===== config.mk =====
export PLATFORM = sky130hd
export DESIGN_NAME = dns_question_parser_flat
export DESIGN_NICKNAME = d
export VERILOG_FILES = /design/src/design/dnsq_pkg.sv /design/src/design/dnsq_in_if.sv /design/src/design/dnsq_out_if.sv /design/src/design/dns_question_parser.sv /design/src/flat_wrapper.sv
export SDC_FILE = /design/constraint.sdc
export NUM_CORES = 1
export LEC_CHECK = 0
export BUFFER_PORTS_ARGS = -buffer_cell sky130_fd_sc_hd__buf_2
export CORE_MARGIN = 5
export CORE_UTILIZATION = 59
export DETAILED_ROUTE_END_ITERATION = 7
export PLACE_DENSITY = 0.81
export SYNTH_ARGS = -nofsm -noshare
export SYNTH_HDL_FRONTEND = slang
export SYNTH_SLANG_ARGS = --single-unit

===== constraint.sdc =====
create_clock -name clk -period 3.7 [get_ports clk]
set_clock_uncertainty 0.05 [all_clocks]
set_input_delay 0.555 -clock clk [delete_from_list [all_inputs] [get_ports clk]]
set_output_delay 0.555 -clock clk [all_outputs]
set_load 0.02 [all_outputs]

===== src/design/dnsq_pkg.sv =====
package dnsq_pkg;

  // Widths of the channel fields.
  localparam int unsigned BYTE_W  = 8;
  localparam int unsigned KIND_W  = 4;
  localparam int unsigned QIDX_W  = 16;
  localparam int unsigned LNUM_W  = 7;
  localparam int unsigned FID_W   = 4;
  localparam int unsigned FVAL_W  = 16;
  localparam int unsigned PHASE_W = 3;
  localparam int unsigned HPOS_W  = 4;
  localparam int unsigned LLEFT_W = 6;
  localparam int unsigned TPOS_W  = 2;

  // Parse phases.
  localparam logic [PHASE_W-1:0] PH_HEADER   = 3'd0;
  localparam logic [PHASE_W-1:0] PH_NAME     = 3'd1;
  localparam logic [PHASE_W-1:0] PH_LABEL    = 3'd2;
  localparam logic [PHASE_W-1:0] PH_POINTER  = 3'd3;
  localparam logic [PHASE_W-1:0] PH_TRAILER  = 3'd4;
  localparam logic [PHASE_W-1:0] PH_UNPARSED = 3'd5;

  // Byte kinds.
  localparam logic [KIND_W-1:0] KIND_HEADER   = 4'd0;
  localparam logic [KIND_W-1:0] KIND_LABEL_LEN = 4'd1;
  localparam logic [KIND_W-1:0] KIND_LABEL_CHR = 4'd2;
  localparam logic [KIND_W-1:0] KIND_NAME_END = 4'd3;
  localparam logic [KIND_W-1:0] KIND_PTR_HI   = 4'd4;
  localparam logic [KIND_W-1:0] KIND_PTR_LO   = 4'd5;
  localparam logic [KIND_W-1:0] KIND_TYPE     = 4'd6;
  localparam logic [KIND_W-1:0] KIND_CLASS    = 4'd7;
  localparam logic [KIND_W-1:0] KIND_UNPARSED = 4'd8;

  // Field identifiers.
  localparam logic [FID_W-1:0] FID_NONE    = 4'd0;
  localparam logic [FID_W-1:0] FID_ID      = 4'd1;
  localparam logic [FID_W-1:0] FID_QDCOUNT = 4'd3;
  localparam logic [FID_W-1:0] FID_TYPE    = 4'd7;
  localparam logic [FID_W-1:0] FID_CLASS   = 4'd8;
  localparam logic [FID_W-1:0] FID_PTR     = 4'd9;

  // Message structure constants.
  localparam logic [HPOS_W-1:0] HEADER_LAST  = 4'd11;
  localparam logic [BYTE_W-1:0] POINTER_MASK = 8'hc0;
  localparam logic [LNUM_W-1:0] LABEL_MAX    = 7'd127;

  // One result item.
  typedef struct packed {
    logic [KIND_W-1:0] byte_kind;
    logic [BYTE_W-1:0] echo_byte;
    logic [QIDX_W-1:0] question_index;
    logic [LNUM_W-1:0] label_number;
    logic [FID_W-1:0]  field_id;
    logic [FVAL_W-1:0] field_value;
    logic              malformed;
    logic              last_out;
  } dnsq_res_t;

endpackage


===== src/design/dnsq_in_if.sv =====
interface dnsq_in_if
  import dnsq_pkg::*;
();
  logic              valid;
  logic              ready;
  logic [BYTE_W-1:0] msg_byte;
  logic              msg_end;

  modport source (output valid, output msg_byte, output msg_end, input ready);
  modport sink (input valid, input msg_byte, input msg_end, output ready);
endinterface


===== src/design/dnsq_out_if.sv =====
interface dnsq_out_if
  import dnsq_pkg::*;
();
  logic              valid;
  logic              ready;
  logic [KIND_W-1:0] byte_kind;
  logic [BYTE_W-1:0] echo_byte;
  logic [QIDX_W-1:0] question_index;
  logic [LNUM_W-1:0] label_number;
  logic [FID_W-1:0]  field_id;
  logic [FVAL_W-1:0] field_value;
  logic              malformed;
  logic              last_out;

  modport source (
    output valid, input ready,
    output byte_kind, output echo_byte, output question_index, output label_number,
    output field_id, output field_value, output malformed, output last_out
  );
  modport sink (
    input valid, output ready,
    input byte_kind, input echo_byte, input question_index, input label_number,
    input field_id, input field_value, input malformed, input last_out
  );
endinterface


===== src/design/dns_question_parser.sv =====
// Channel   Direction  Payload
// in_ch     input      msg_byte[7:0], msg_end
// out_ch    output     byte_kind, echo_byte, question_index, label_number,
//                      field_id, field_value, malformed, last_out
//
// Each byte is classified in the cycle it is accepted and its result is
// available in the next cycle; one byte per cycle is sustained while the
// output is not stalled. The rate is set by the single parse-state update,
// done once per transfer. Synchronous active-low reset returns the parser
// to the header phase. A stalled output holds its result; input is taken
// while the output register is empty or is being emptied in the same cycle.
module dns_question_parser
  import dnsq_pkg::*;
(
  input  logic        clk,
  input  logic        rst_n,
  dnsq_in_if.sink     in_ch,
  dnsq_out_if.source  out_ch
);

  // Parse state.
  logic [PHASE_W-1:0] phase_r, phase_nxt;
  logic [HPOS_W-1:0]  hdr_pos_r, hdr_pos_nxt;
  logic [LLEFT_W-1:0] lbl_left_r, lbl_left_nxt;
  logic [TPOS_W-1:0]  trl_pos_r, trl_pos_nxt;
  logic [QIDX_W-1:0]  rec_cnt_r, rec_cnt_nxt;
  logic [LNUM_W-1:0]  lbl_cnt_r, lbl_cnt_nxt;
  logic [QIDX_W-1:0]  q_total_r, q_total_nxt;
  logic [BYTE_W-1:0]  hold_r, hold_nxt;

  // Result register.
  logic      out_valid_r;
  dnsq_res_t out_r;
  dnsq_res_t res;

  logic              accept;
  logic [BYTE_W-1:0] b;
  logic [FVAL_W-1:0] word;
  logic [QIDX_W-1:0] rec_inc;

  assign in_ch.ready = !out_valid_r || out_ch.ready;
  assign accept      = in_ch.valid && in_ch.ready;
  assign b           = in_ch.msg_byte;
  assign word        = {hold_r, b};
  assign rec_inc     = rec_cnt_r + 16'd1;

  // Classify the byte and compute the next parse state.
  always_comb begin
    phase_nxt    = phase_r;
    hdr_pos_nxt  = hdr_pos_r;
    lbl_left_nxt = lbl_left_r;
    trl_pos_nxt  = trl_pos_r;
    rec_cnt_nxt  = rec_cnt_r;
    lbl_cnt_nxt  = lbl_cnt_r;
    q_total_nxt  = q_total_r;
    hold_nxt     = hold_r;

    res                = '0;
    res.byte_kind      = KIND_UNPARSED;
    res.echo_byte      = b;
    res.last_out       = in_ch.msg_end;

    unique case (phase_r)
      PH_HEADER: begin
        res.byte_kind = KIND_HEADER;
        if (!hdr_pos_r[0]) begin
          hold_nxt = b;
        end else begin
          res.field_id    = FID_ID + {1'b0, hdr_pos_r[HPOS_W-1:1]};
          res.field_value = word;
          if (res.field_id == FID_QDCOUNT) begin
            q_total_nxt = word;
          end
        end
        hdr_pos_nxt = hdr_pos_r + 4'd1;
        if (hdr_pos_r == HEADER_LAST) begin
          hdr_pos_nxt = '0;
          rec_cnt_nxt = '0;
          lbl_cnt_nxt = '0;
          phase_nxt   = (q_total_nxt == '0) ? PH_UNPARSED : PH_NAME;
        end
      end
      PH_NAME: begin
        res.question_index = rec_cnt_r;
        res.label_number   = lbl_cnt_r;
        if ((b & POINTER_MASK) != '0) begin
          res.byte_kind = KIND_PTR_HI;
          hold_nxt      = {2'b00, b[5:0]};
          phase_nxt     = PH_POINTER;
        end else if (b == '0) begin
          res.byte_kind = KIND_NAME_END;
          trl_pos_nxt   = '0;
          phase_nxt     = PH_TRAILER;
        end else begin
          res.byte_kind = KIND_LABEL_LEN;
          lbl_left_nxt  = b[LLEFT_W-1:0];
          phase_nxt     = PH_LABEL;
        end
      end
      PH_LABEL: begin
        res.byte_kind      = KIND_LABEL_CHR;
        res.question_index = rec_cnt_r;
        res.label_number   = lbl_cnt_r;
        lbl_left_nxt       = lbl_left_r - 6'd1;
        if (lbl_left_nxt == '0) begin
          if (lbl_cnt_r != LABEL_MAX) begin
            lbl_cnt_nxt = lbl_cnt_r + 7'd1;
          end
          phase_nxt = PH_NAME;
        end
      end
      PH_POINTER: begin
        res.byte_kind      = KIND_PTR_LO;
        res.question_index = rec_cnt_r;
        res.label_number   = lbl_cnt_r;
        res.field_id       = FID_PTR;
        res.field_value    = {2'b00, word[13:0]};
        trl_pos_nxt        = '0;
        phase_nxt          = PH_TRAILER;
      end
      PH_TRAILER: begin
        res.question_index = rec_cnt_r;
        res.byte_kind      = trl_pos_r[1] ? KIND_CLASS : KIND_TYPE;
        if (!trl_pos_r[0]) begin
          hold_nxt = b;
        end else begin
          res.field_id    = trl_pos_r[1] ? FID_CLASS : FID_TYPE;
          res.field_value = word;
        end
        trl_pos_nxt = trl_pos_r + 2'd1;
        if (trl_pos_r == 2'd3) begin
          rec_cnt_nxt = rec_inc;
          lbl_cnt_nxt = '0;
          phase_nxt   = (rec_inc == q_total_r) ? PH_UNPARSED : PH_NAME;
        end
      end
      default: begin
        res.byte_kind = KIND_UNPARSED;
      end
    endcase

    // The final byte flags an unfinished structure and restarts the parser.
    if (in_ch.msg_end) begin
      res.malformed = (phase_nxt != PH_UNPARSED);
      phase_nxt     = PH_HEADER;
      hdr_pos_nxt   = '0;
      lbl_left_nxt  = '0;
      trl_pos_nxt   = '0;
      rec_cnt_nxt   = '0;
      lbl_cnt_nxt   = '0;
      q_total_nxt   = '0;
      hold_nxt      = '0;
    end
  end

  // Parse state registers, advanced on each input transfer.
  always_ff @(posedge clk) begin
    if (!rst_n) begin
      phase_r    <= PH_HEADER;
      hdr_pos_r  <= '0;
      lbl_left_r <= '0;
      trl_pos_r  <= '0;
      rec_cnt_r  <= '0;
      lbl_cnt_r  <= '0;
      q_total_r  <= '0;
      hold_r     <= '0;
    end else if (accept) begin
      phase_r    <= phase_nxt;
      hdr_pos_r  <= hdr_pos_nxt;
      lbl_left_r <= lbl_left_nxt;
      trl_pos_r  <= trl_pos_nxt;
      rec_cnt_r  <= rec_cnt_nxt;
      lbl_cnt_r  <= lbl_cnt_nxt;
      q_total_r  <= q_total_nxt;
      hold_r     <= hold_nxt;
    end
  end

  // Output register valid flag.
  always_ff @(posedge clk) begin
    if (!rst_n) begin
      out_valid_r <= 1'b0;
    end else if (accept) begin
      out_valid_r <= 1'b1;
    end else if (out_ch.ready) begin
      out_valid_r <= 1'b0;
    end
  end

  // Output register payload.
  always_ff @(posedge clk) begin
    if (accept) begin
      out_r <= res;
    end
  end

  assign out_ch.valid          = out_valid_r;
  assign out_ch.byte_kind      = out_r.byte_kind;
  assign out_ch.echo_byte      = out_r.echo_byte;
  assign out_ch.question_index = out_r.question_index;
  assign out_ch.label_number   = out_r.label_number;
  assign out_ch.field_id       = out_r.field_id;
  assign out_ch.field_value    = out_r.field_value;
  assign out_ch.malformed      = out_r.malformed;
  assign out_ch.last_out       = out_r.last_out;

  // The header position never runs past the last header byte.
  a_hdr_pos_range: assert property (@(posedge clk) disable iff (!rst_n)
    hdr_pos_r <= HEADER_LAST)
    else $error("header position out of range");

  // The final byte of a message returns the parser to the header phase.
  a_end_restarts: assert property (@(posedge clk) disable iff (!rst_n)
    (accept && in_ch.msg_end) |=> (phase_r == PH_HEADER && hdr_pos_r == '0 &&
                                   q_total_r == '0))
    else $error("parser not restarted after final byte");

  // A malformed flag only appears on the final byte of a message.
  a_malformed_last: assert property (@(posedge clk) disable iff (!rst_n)
    (out_valid_r && out_r.malformed) |-> out_r.last_out)
    else $error("malformed flag without final byte");

  // Fields are completed only on header, pointer, type and class bytes.
  a_field_kind: assert property (@(posedge clk) disable iff (!rst_n)
    (out_valid_r && out_r.field_id != FID_NONE) |->
      (out_r.byte_kind == KIND_HEADER || out_r.byte_kind == KIND_PTR_LO ||
       out_r.byte_kind == KIND_TYPE || out_r.byte_kind == KIND_CLASS))
    else $error("field reported on wrong byte kind");

  // Unparsed bytes carry no record position.
  a_unparsed_clear: assert property (@(posedge clk) disable iff (!rst_n)
    (out_valid_r && out_r.byte_kind == KIND_UNPARSED) |->
      (out_r.question_index == '0 && out_r.label_number == '0))
    else $error("unparsed byte carries a record position");

endmodule


===== src/flat_wrapper.sv =====
// flat-port wrapper written by rule: the top's interface ports become plain ports
module dns_question_parser_flat import dnsq_pkg::*;
  (clk, rst_n, in_ch_valid, in_ch_msg_byte, in_ch_msg_end, in_ch_ready, out_ch_valid, out_ch_ready, out_ch_byte_kind, out_ch_echo_byte, out_ch_question_index, out_ch_label_number, out_ch_field_id, out_ch_field_value, out_ch_malformed, out_ch_last_out);
  dnsq_in_if in_ch_i ();
  dnsq_out_if out_ch_i ();
  input  logic clk;
  input  logic rst_n;
  input wire logic [$bits(in_ch_i.valid)-1:0] in_ch_valid;
  input wire logic [$bits(in_ch_i.msg_byte)-1:0] in_ch_msg_byte;
  input wire logic [$bits(in_ch_i.msg_end)-1:0] in_ch_msg_end;
  output wire logic [$bits(in_ch_i.ready)-1:0] in_ch_ready;
  output wire logic [$bits(out_ch_i.valid)-1:0] out_ch_valid;
  input wire logic [$bits(out_ch_i.ready)-1:0] out_ch_ready;
  output wire logic [$bits(out_ch_i.byte_kind)-1:0] out_ch_byte_kind;
  output wire logic [$bits(out_ch_i.echo_byte)-1:0] out_ch_echo_byte;
  output wire logic [$bits(out_ch_i.question_index)-1:0] out_ch_question_index;
  output wire logic [$bits(out_ch_i.label_number)-1:0] out_ch_label_number;
  output wire logic [$bits(out_ch_i.field_id)-1:0] out_ch_field_id;
  output wire logic [$bits(out_ch_i.field_value)-1:0] out_ch_field_value;
  output wire logic [$bits(out_ch_i.malformed)-1:0] out_ch_malformed;
  output wire logic [$bits(out_ch_i.last_out)-1:0] out_ch_last_out;
  assign in_ch_i.valid = in_ch_valid;
  assign in_ch_i.msg_byte = in_ch_msg_byte;
  assign in_ch_i.msg_end = in_ch_msg_end;
  assign in_ch_ready = in_ch_i.ready;
  assign out_ch_valid = out_ch_i.valid;
  assign out_ch_i.ready = out_ch_ready;
  assign out_ch_byte_kind = out_ch_i.byte_kind;
  assign out_ch_echo_byte = out_ch_i.echo_byte;
  assign out_ch_question_index = out_ch_i.question_index;
  assign out_ch_label_number = out_ch_i.label_number;
  assign out_ch_field_id = out_ch_i.field_id;
  assign out_ch_field_value = out_ch_i.field_value;
  assign out_ch_malformed = out_ch_i.malformed;
  assign out_ch_last_out = out_ch_i.last_out;
  dns_question_parser u_core (.clk(clk), .rst_n(rst_n), .in_ch(in_ch_i), .out_ch(out_ch_i));
endmodule

==> flow_metrics.tcl, run 1 <==
set metrics [dict create \
    status "completed" \
    cellPowerDensity_nw_per_um2 456 \
    dp_slack_ns 0.662 \
    io_buffers 71 \
    vdd_drop_max_uv 248 \
    antennaDiodeCount 0 \
    drv_cap 0 \
    via_per_inst 6.01 \
    place_hpwl_um 10400 \
    synth_top_area_share_pct 28.0 \
    drc 0 \
    drt_pass1_iterations 5 \
    die_area_um2 12500 \
    wl_um 15200 \
    die_x_um 112 \
    synth_area_um2 6110 \
    final_cell_mix "buf_2, dfxtp_1, edfxtp_1, nor2b_1, and2_1" \
    clk_path_buf_depth 2 \
    rsz0062_at_grt "false" \
    rows 37 \
    clock_latency_ns 0.53 \
    p_clk_share_pct 48.7 \
    ant_nets 0 \
    startpoint "u_core.phase_r[2]$_SDFFE_PN0P_" \
    min_period_ns 2.90 \
    grt_max_degree 63 \
    cts_root_buffer "clkbuf_8" \
    tns_ns 0 \
    vias 4974 \
    final_max_slew_viol_count 0 \
    timing_worst_setup_path_type "reg -> reg" \
    core_um2 10200 \
    drive_above_1_share_pct 18.2 \
    die_h_um 112 \
    pin_count 72 \
    slew_headroom_pct 16.3 \
    fillers 793 \
    leakage_uw 0.00270 \
    cts_resized 0 \
    p_comb_share_pct 6.5 \
    start_util_pct 59.7 \
    synth.distinct_cells 71 \
    hold_buffers 0 \
    tightest_slew_ns 1.25 \
    nets 702 \
    cp_max_fo 20 \
    power_switching_uw 726 \
    seqPwrFrac_pct 44.8 \
    min_from "in_ch_msg_byte[0]" \
    endpoint_kind "flip-flop" \
    async_flop_share_pct 0 \
    synth_area_leaders "edfxtp_1, dfxtp_1, nor2b_1" \
    sw_frac_of_total_pct 22.4 \
    yosysWarningCount 0 \
    synth_edf_count 57 \
    cts_setup_buffers 0 \
    antenna_found_initial 0 \
    hold_violations 0 \
    p_int_uw 2510 \
    syn_to_final_growth_pct 16.2 \
    timing.rr.start "u_core.phase_r[2]$_SDFFE_PN0P_" \
    cts_tree "done" \
    period_share_pct 78.4 \
    finalSetupViolations 0 \
    max_freq_mhz 345 \
    first_iter_violations 355 \
    layout_commonest_cell "buf_2" \
    synthCells 614 \
    synth-main-ff-cell "dfxtp_1" \
    htree_levels 4 \
    grt_util_all_layers_pct 24.6 \
    cp.required_ns 3.92 \
    cts.sinks 120 \
    cp-start-kind "flip-flop" \
    gr-total-overflow 0 \
    arrival_ns 3.12 \
    detail_route.wl_per_cell_um 18.3 \
    yosysTopAreaCell "edfxtp_1" \
    syn_avg_cell_area_um2 9.95 \
    synth_nets 637 \
    finalWorstSetupSlack_ns 0.798 \
    ys_seq_area_share_pct 48.7 \
    clk_pin_slew_ns 0.06 \
    synth-seq-cells 120 \
    grt_pass1_vias 4876 \
    numCtsBuffers 17 \
    gp_congestion 0.896 \
    hold_class "in -> reg" \
    grt_pass1_wl_um 24600 \
]
[per-layer routing]
layer,GRT usage (%),share of wire (%)
met5,0,0
met3,6.03,5.7
met1,30.2,41
met2,41.8,51
met4,9.73,2.5
[through the flow]
step,cell area [µm²],total power [µW],hold WS (ns),instances,util [%]
after floorplan,6110,1610,0.400,614,-
after global placement,6540,1680,0.416,796,63.9
after global routing,7100,3340,0.253,828,69.4
after detailed placement,6540,1690,0.426,796,63.9
after CTS,7100,3250,0.235,828,69.4
final,7100,3240,0.246,828,69.4
[final timing paths]
| path | endpoint | slack, ns | cells past startpoint |
|---|---|---|---|
| worst max-delay path | u_core.out_ch.malformed$_SDFFCE_PN0P_ | 0.80 | 5 |
| worst min-delay path | u_core.out_ch.echo_byte[0]$_DFFE_PP_ | 0.25 | 1 |
| worst max register to register | u_core.out_ch.malformed$_SDFFCE_PN0P_ | 0.80 | 5 |
| worst min register to register | u_core.rec_cnt_r[15]$_SDFFE_PN0P_ | 0.43 | 2 |
[Yosys cell counts, types with 5 or more instances]
library cell and n:
a211oi_1 5, a21boi_0 17, a21oi_1 18, a22oi_1 18, and2_1 36, and3_1 12, and4_1 5, buf_2 9
clkbuf_1 20, dfxtp_1 63, edfxtp_1 57, ha_1 10, inv_1 13, mux2i_1 12, nand2_1 34, nand3_1 26
nand4_1 7, nor2_1 35, nor2b_1 41, nor3_1 17, nor4_1 16, o21a_1 6, o21ai_0 31, or3_1 10
xnor2_1 20, xor2_1 6
[critical path: stages, from the launching register on]
cell      delay (ns)
dfxtp_1         0.82
nand2_1         0.35
or4_4           0.63
nor4_4          0.29
o211ai_1        0.12
o311a_1         0.37
[state kept, by name, indices dropped and copies added, names as in the netlist]
register / flops
u_core.hold_r: 8
u_core.out_ch.question_index: 16
u_core.lbl_cnt_r: 7
u_core.lbl_left_r: 6
u_core.out_ch.echo_byte: 8
u_core.rec_cnt_r: 16
u_core.trl_pos_r: 2
u_core.out_ch.byte_kind: 4
u_core.out_ch.last_out: 1
u_core.phase_r: 3
u_core.out_ch.valid: 1
u_core.out_ch.label_number: 7
u_core.out_ch.field_value: 16
u_core.out_ch.field_id: 4
u_core.hdr_pos_r: 4
u_core.out_ch.malformed: 1
u_core.q_total_r: 16
[cell type report]
class	count	area, µm²	area share, %
Clock buffer	21	429	6.04
Clock inverter	11	130	1.83
Inverter	13	48.8	0.687
Multi-Input combinational cell	447	2930	41.2
Sequential cell	120	2970	41.9
Tap cell	136	170	2.40
Timing Repair Buffer	80	423	5.96
[cells by family (layout without fill, tap and decap cells)]
| kind of cell | after synthesis | count (layout) | share of synthesized area (%) |
|---|---|---|---|
| and+or+nand+nor | 271 | 271 | 25.8 |
| muxes | 12 | 12 | 1.97 |
| buffers and inverters | 47 | 125 | 3.42 |
| AOI/OAI and AO/OA | 127 | 127 | 14.1 |
| DFF | 120 | 120 | 48.7 |
| adders and majority gates | 10 | 10 | 2.05 |
| xor gates and xnor gates | 27 | 27 | 3.99 |
[power by group through the flow]
stage | logic (µW) | clock network [µW] | registers, µW
final | 211 | 1580 | 1450
after global routing | 226 | 1660 | 1450
after CTS | 211 | 1590 | 1450
after detailed placement | 210 | 0 | 1480
after global placement | 205 | 0 | 1470
after floorplan | 86.7 | 0 | 1520
(Power assumes the default switching activity.)
==> run 2: changes to the inputs <==
--- a/config.mk
+++ b/config.mk
@@ -7,9 +7,9 @@
 export LEC_CHECK = 0
 export BUFFER_PORTS_ARGS = -buffer_cell sky130_fd_sc_hd__buf_2
 export CORE_MARGIN = 5
-export CORE_UTILIZATION = 59
+export CORE_UTILIZATION = 53
 export DETAILED_ROUTE_END_ITERATION = 7
-export PLACE_DENSITY = 0.81
+export PLACE_DENSITY = 0.76
 export SYNTH_ARGS = -nofsm -noshare
 export SYNTH_HDL_FRONTEND = slang
 export SYNTH_SLANG_ARGS = --single-unit
==> constraint.sdc (replaced) <==
create_clock -name clk -period 2.4 [get_ports clk]
set_clock_uncertainty 0.05 [all_clocks]
set_input_delay 0.36 -clock clk [delete_from_list [all_inputs] [get_ports clk]]
set_output_delay 0.36 -clock clk [all_outputs]
set_load 0.02 [all_outputs]
==> run 2 against run 1 <==
  * Clock power grew 70%
  * Sequential power grew 54%
  * Via count grew 5.0%
==> flow_metrics.tcl, run 2 (synthesis results as in run 1) <==
set metrics [dict create \
    p_comb_share_pct 6.9 \
    cts_tree "done" \
    r2r_cells 6 \
    syn_to_final_growth_pct 25.7 \
    cts_root_buffer "clkbuf_16" \
    detail_route.wl_per_cell_um 18.6 \
    rsz0062_at_grt "true" \
    grt_util_all_layers_pct 23.7 \
    die_area_um2 13800 \
    antennaDiodeCount 0 \
    fillers 867 \
    core_um2 11400 \
    max_freq_mhz 433 \
    final_max_slew_viol_count 0 \
    min_from "in_ch_msg_byte[1]" \
    die_h_um 117 \
    via_per_inst 5.94 \
    cp_max_fo 4 \
    hold_buffers 0 \
    timing.rr.start "u_core.rec_cnt_r[1]$_SDFFE_PN0P_" \
    rows 39 \
    power_uw 5290 \
    worstPathCellList "ha_1 -> xor2_1 -> or4_4 -> nor4_4 -> o211ai_1 -> o311a_1" \
    layout_commonest_cell "buf_2" \
    clock_latency_ns 0.42 \
    place_hpwl_um 11400 \
    wl_um 16300 \
    grt_pass1_vias 5322 \
    period_share_pct 96.3 \
    cts.sinks 120 \
    r2r_setup_slack_ns 0.09 \
    gp_congestion 0.910 \
    startpoint "u_core.rec_cnt_r[1]$_SDFFE_PN0P_" \
    cellPowerDensity_nw_per_um2 688 \
    grt_pass1_wl_um 26400 \
    final_cell_mix "buf_2, dfxtp_1, edfxtp_1, buf_4, nor2b_1" \
    seqPwrFrac_pct 42.3 \
    nets 746 \
    endpoint_kind "flip-flop" \
    grt_max_degree 63 \
    slew_headroom_pct 49.3 \
    status "completed" \
    finalWorstSetupSlack_ns 0.0895 \
    htree_levels 4 \
    slowest_stage "or4_4" \
    ant_nets 0 \
    first_iter_violations 396 \
    start_util_pct 53.7 \
    p_clk_share_pct 50.7 \
    rr_endpoint "u_core.out_ch.malformed$_SDFFCE_PN0P_" \
    timing_worst_setup_path_type "reg -> reg" \
    sw_frac_of_total_pct 21.4 \
    arrival_ns 2.43 \
    hold_violations 0 \
    p_int_uw 4150 \
    dp_slack_ns 0.0170 \
    cp.required_ns 2.52 \
    gr-total-overflow 0 \
    vdd_drop_max_uv 468 \
    drv_cap 0 \
    die_x_um 117 \
    placedCellCount 844 \
    pin_count 72 \
    clk_path_buf_depth 2 \
    leakage_uw 0.00298 \
    vias 5225 \
    cp-start-kind "flip-flop" \
    antenna_found_initial 0 \
    io_buffers 71 \
    slowest_delay_ns 0.49 \
    stdcell_count 879 \
    finalSetupViolations 0 \
    tns_ns 0 \
    crit_end "u_core.out_ch.malformed$_SDFFCE_PN0P_" \
    fin_util_pct 67.6 \
    tightest_slew_ns 0.760 \
    drc 0 \
    power_switching_uw 1130 \
    drive_above_1_share_pct 27.7 \
    hold_class "in -> reg" \
    clk_pin_slew_ns 0.05 \
    min_period_ns 2.31 \
    drt_pass1_iterations 5 \
    numCtsBuffers 17 \
    whs_path_depth 1 \
]
==> run 2: changes by cell type in the layout (fill, tap and decap cells not counted), moves of 3 or more <==
cell / previous run / this run
a22oi_1: 18 / 8
dfxtp_2: 0 / 6
a22oi_2: 0 / 10
nand3_1: 26 / 23
buf_4: 9 / 53
dfxtp_1: 63 / 57
==> run 2: through the flow <==
| step | hold WS [ns] | cell area (µm²) |
|---|---|---|
| after global placement | 0.416 | 6980 |
| after floorplan | 0.400 | 6240 |
| final | 0.191 | 7680 |
| after CTS | 0.167 | 7600 |
| after detailed placement | 0.435 | 6980 |
| after global routing | 0.180 | 7680 |
==> run 2: metal layers <==
layer / global-route usage [%] / part of all wire [%]
met3: 5.10 / 5.1
met4: 11.1 / 2.5
met5: 0 / 0
met2: 42.0 / 52
met1: 27.1 / 40
==> run 2: how the worst min path moves through the flow <==
stage | end | slack (ns)
2_1_floorplan | u_core.lbl_cnt_r[6]$_SDFFE_PN0P_ | 0.40
3_3_place_gp | u_core.rec_cnt_r[15]$_SDFFE_PN0P_ | 0.42
3_5_place_dp | u_core.lbl_cnt_r[6]$_SDFFE_PN0P_ | 0.43
4_1_cts | u_core.out_ch.echo_byte[1]$_DFFE_PP_ | 0.17
5_1_grt | u_core.out_ch.echo_byte[1]$_DFFE_PP_ | 0.18
6_report | u_core.out_ch.echo_byte[1]$_DFFE_PP_ | 0.19
==> run 2: final cells by class <==
| cell class | count | area (µm²) | share of cell area [%] |
|---|---|---|---|
| multi-input cells | 447 | 3100 | 40.3 |
| flip-flops and latches | 120 | 2980 | 38.8 |
| repair buffers | 124 | 753 | 9.81 |
| clock buffers | 20 | 437 | 5.68 |
| clock inverters | 12 | 181 | 2.36 |
| well taps | 143 | 179 | 2.33 |
| inverters | 13 | 52.6 | 0.684 |
==> run 2: power groups by stage <==
| stage | clock network [µW] | logic, µW | registers (µW) |
|---|---|---|---|
| final | 2680 | 367 | 2240 |
| after global routing | 2820 | 392 | 2240 |
| after CTS | 2720 | 360 | 2240 |
| after detailed placement | 0 | 358 | 2280 |
| after global placement | 0 | 350 | 2270 |
| after floorplan | 0 | 148 | 2340 |
==> run 2: worst max-delay path: cells and delay by family, from the launching register on <==
| kind | cells | cell delay, ns |
|---|---|---|
| AND/OR/NAND/NOR | 2 | 0.78 |
| AO/OA/AOI/OAI | 2 | 0.41 |
| flip-flops | 1 | 0.34 |
| adder cells (fa/ha/maj) | 1 | 0.32 |
| XOR/XNOR | 1 | 0.15 |
==> run 2: what timing repair did <==
item                       in CTS  in global routing
setup endpoints to repair       0                  5
resized for setup               0                 17
setup buffers                   0                  3
==> run 3: changes to the inputs <==
--- a/config.mk
+++ b/config.mk
@@ -5,10 +5,10 @@
 export SDC_FILE = /design/constraint.sdc
 export NUM_CORES = 1
 export LEC_CHECK = 0
-export BUFFER_PORTS_ARGS = -buffer_cell sky130_fd_sc_hd__buf_2
 export CORE_MARGIN = 5
-export CORE_UTILIZATION = 53
+export CORE_UTILIZATION = 58
 export DETAILED_ROUTE_END_ITERATION = 7
+export DONT_BUFFER_PORTS = 1
 export PLACE_DENSITY = 0.76
 export SYNTH_ARGS = -nofsm -noshare
 export SYNTH_HDL_FRONTEND = slang
==> run 3 against run 2 <==
  * Register-to-register slack got worse by 0.05 ns
  * Global-route usage rose by 2.2 points
  * Via count fell by 4.6%
  * Final cell count fell by 8.5%
  * Design area fell by 4.9%
  * Clock power fell by 14%
  * Combinational power fell by 37%
  * Core utilization rose by 3.5 points
  * Critical path type unchanged
  * Largest cell class unchanged
  * Largest power group is now sequential cells
==> flow_metrics.tcl, run 3 (synthesis results as in run 1) <==
set metrics [dict create \
    io_buffers 0 \
    max_freq_mhz 423 \
    antennaDiodeCount 0 \
    place_hpwl_um 11000 \
    hold_class "in -> reg" \
    gr-total-overflow 0 \
    dp_slack_ns 0.0337 \
    hold_ws_ns 0.0204 \
    final_cell_mix "dfxtp_1, edfxtp_1, buf_4, nor2b_1, and2_1" \
    drc 0 \
    grt_pass1_vias 4833 \
    cts.sinks 120 \
    drive_above_1_share_pct 18.6 \
    die_x_um 113 \
    grt_util_all_layers_pct 25.9 \
    cts_tree "done" \
    timing_worst_setup_path_type "reg -> reg" \
    cp_max_fo 7 \
    die_h_um 113 \
    grt_max_degree 61 \
    placed_area_um2 6550 \
    placedCellCount 758 \
    start_util_pct 59.4 \
    nets 678 \
    wl_um 16100 \
    cp.required_ns 2.77 \
    status "completed" \
    core_um2 10300 \
    timing.rr.start "u_core.lbl_left_r[1]$_SDFFE_PN0P_" \
    die_area_um2 12700 \
    clk_pin_slew_ns 0.06 \
    min_from "in_ch_msg_end" \
    hold_violations 0 \
    vdd_drop_max_uv 458 \
    stdcell_count 804 \
    cp-start-kind "flip-flop" \
    detail_route.wl_per_cell_um 20.1 \
    syn_to_final_growth_pct 19.6 \
    htree_levels 4 \
    rsz0062_at_grt "true" \
    antenna_found_initial 0 \
    leakage_uw 0.00266 \
    cts_root_buffer "clkbuf_8" \
    ant_nets 0 \
    startpoint "u_core.lbl_left_r[1]$_SDFFE_PN0P_" \
    r2r_cells 10 \
    arrival_ns 2.73 \
    gp_congestion 0.949 \
    clock_latency_ns 0.53 \
    slew_headroom_pct 56.4 \
    period_share_pct 98.5 \
    fin_area_um2 7300 \
    final_max_slew_viol_count 0 \
    grt_pass1_wl_um 25500 \
    finalWorstSetupSlack_ns 0.0352 \
    endpoint_kind "flip-flop" \
    numCtsBuffers 17 \
    tightest_slew_ns 0.655 \
    r2r_setup_slack_ns 0.04 \
    cellPowerDensity_nw_per_um2 664 \
    layout_commonest_cell "dfxtp_1" \
    pin_count 72 \
    first_iter_violations 406 \
    via_per_inst 6.20 \
    crit_end "u_core.lbl_cnt_r[2]$_SDFFE_PN0P_" \
    fin_util_pct 71.1 \
    min_period_ns 2.36 \
    clk_path_buf_depth 2 \
    rows 37 \
    vias 4987 \
    drv_cap 0 \
    finalSetupViolations 0 \
    drt_pass1_iterations 5 \
    rr_endpoint "u_core.lbl_cnt_r[2]$_SDFFE_PN0P_" \
]
==> run 3: cell count changes in the layout (fill, tap and decap cells not counted), moves of 2 or more <==
cell	before	now
clkinv_2	4	6
buf_2	71	0
nor3_2	3	1
dfxtp_1	57	61
dfxtp_2	6	2
bufinv_16	5	2
dlygate4sd3_1	0	10
buf_4	53	44
nor3_1	15	17
==> run 3: power breakdown <==
group / switching, µW / total [µW] / internal [µW]
Combinational: 140 / 230 / 89.9
Clock: 858 / 2310 / 1450
Sequential: 99.7 / 2310 / 2210
Total: 1100 / 4850 / 3750
==> run 3: cell type report <==
type                            count  area [µm²]
Multi-Input combinational cell    447        3110
Sequential cell                   120        2980
Fill cell                         768        2970
Timing Repair Buffer               56         462
Clock buffer                       20         425
Tap cell                          136         170
Clock inverter                     12         109
Inverter                           13        52.6
==> run 3: metal layers <==
metal / up-vias / share of wire, % / global-route usage (%)
met1: 2417 / 40 / 30.7
met5: - / 0 / 0
met2: 195 / 51 / 44.0
met3: 45 / 6.2 / 6.63
met4: 0 / 2.9 / 12.1
li1: 2330 / - / -
==> run 3: critical path, cell delays in order, from the launching register on <==
cell and delay, ns:
dfxtp_2 0.36, inv_2 0.06, ha_4 0.17, xor2_2 0.14, nor4b_2 0.32, buf_4 0.18
buf_6 0.09, nand4_1 0.24, a21oi_4 0.33, a21oi_2 0.09, a31o_2 0.22
==> run 3: metrics by stage <==
step / TNS, ns / total power [µW]
floorplan: -0.607 / 2490
global placement: 0 / 2530
detailed placement: 0 / 2540
CTS: 0 / 4860
global route: -0.380 / 5000
finish: 0 / 4850
==> run 3: how the worst min path moves through the flow <==
| stage | end | slack [ns] | cells past startpoint |
|---|---|---|---|
| floorplan | u_core.lbl_cnt_r[6]$_SDFFE_PN0P_ | 0.40 | 2 |
| global placement | u_core.out_ch.echo_byte[0]$_DFFE_PP_ | 0.41 | 0 |
| detailed placement | u_core.out_ch.echo_byte[0]$_DFFE_PP_ | 0.41 | 0 |
| CTS | u_core.trl_pos_r[0]$_SDFFE_PN0P_ | 0.0004 | 3 |
| global route | u_core.hold_r[6]$_SDFFE_PN0P_ | 0.01 | 3 |
| finish | u_core.hold_r[7]$_SDFFE_PN0P_ | 0.02 | 3 |
==> run 3: repair_timing <==
action                                 4_1_cts  5_1_grt
cloned                                       0        0
hold buffers                                11        0
resized for setup                            2       15
endpoints found under the hold margin       79        0
setup endpoints to repair                    2        6
pin swaps                                    0        8
buffers inserted                             0        3
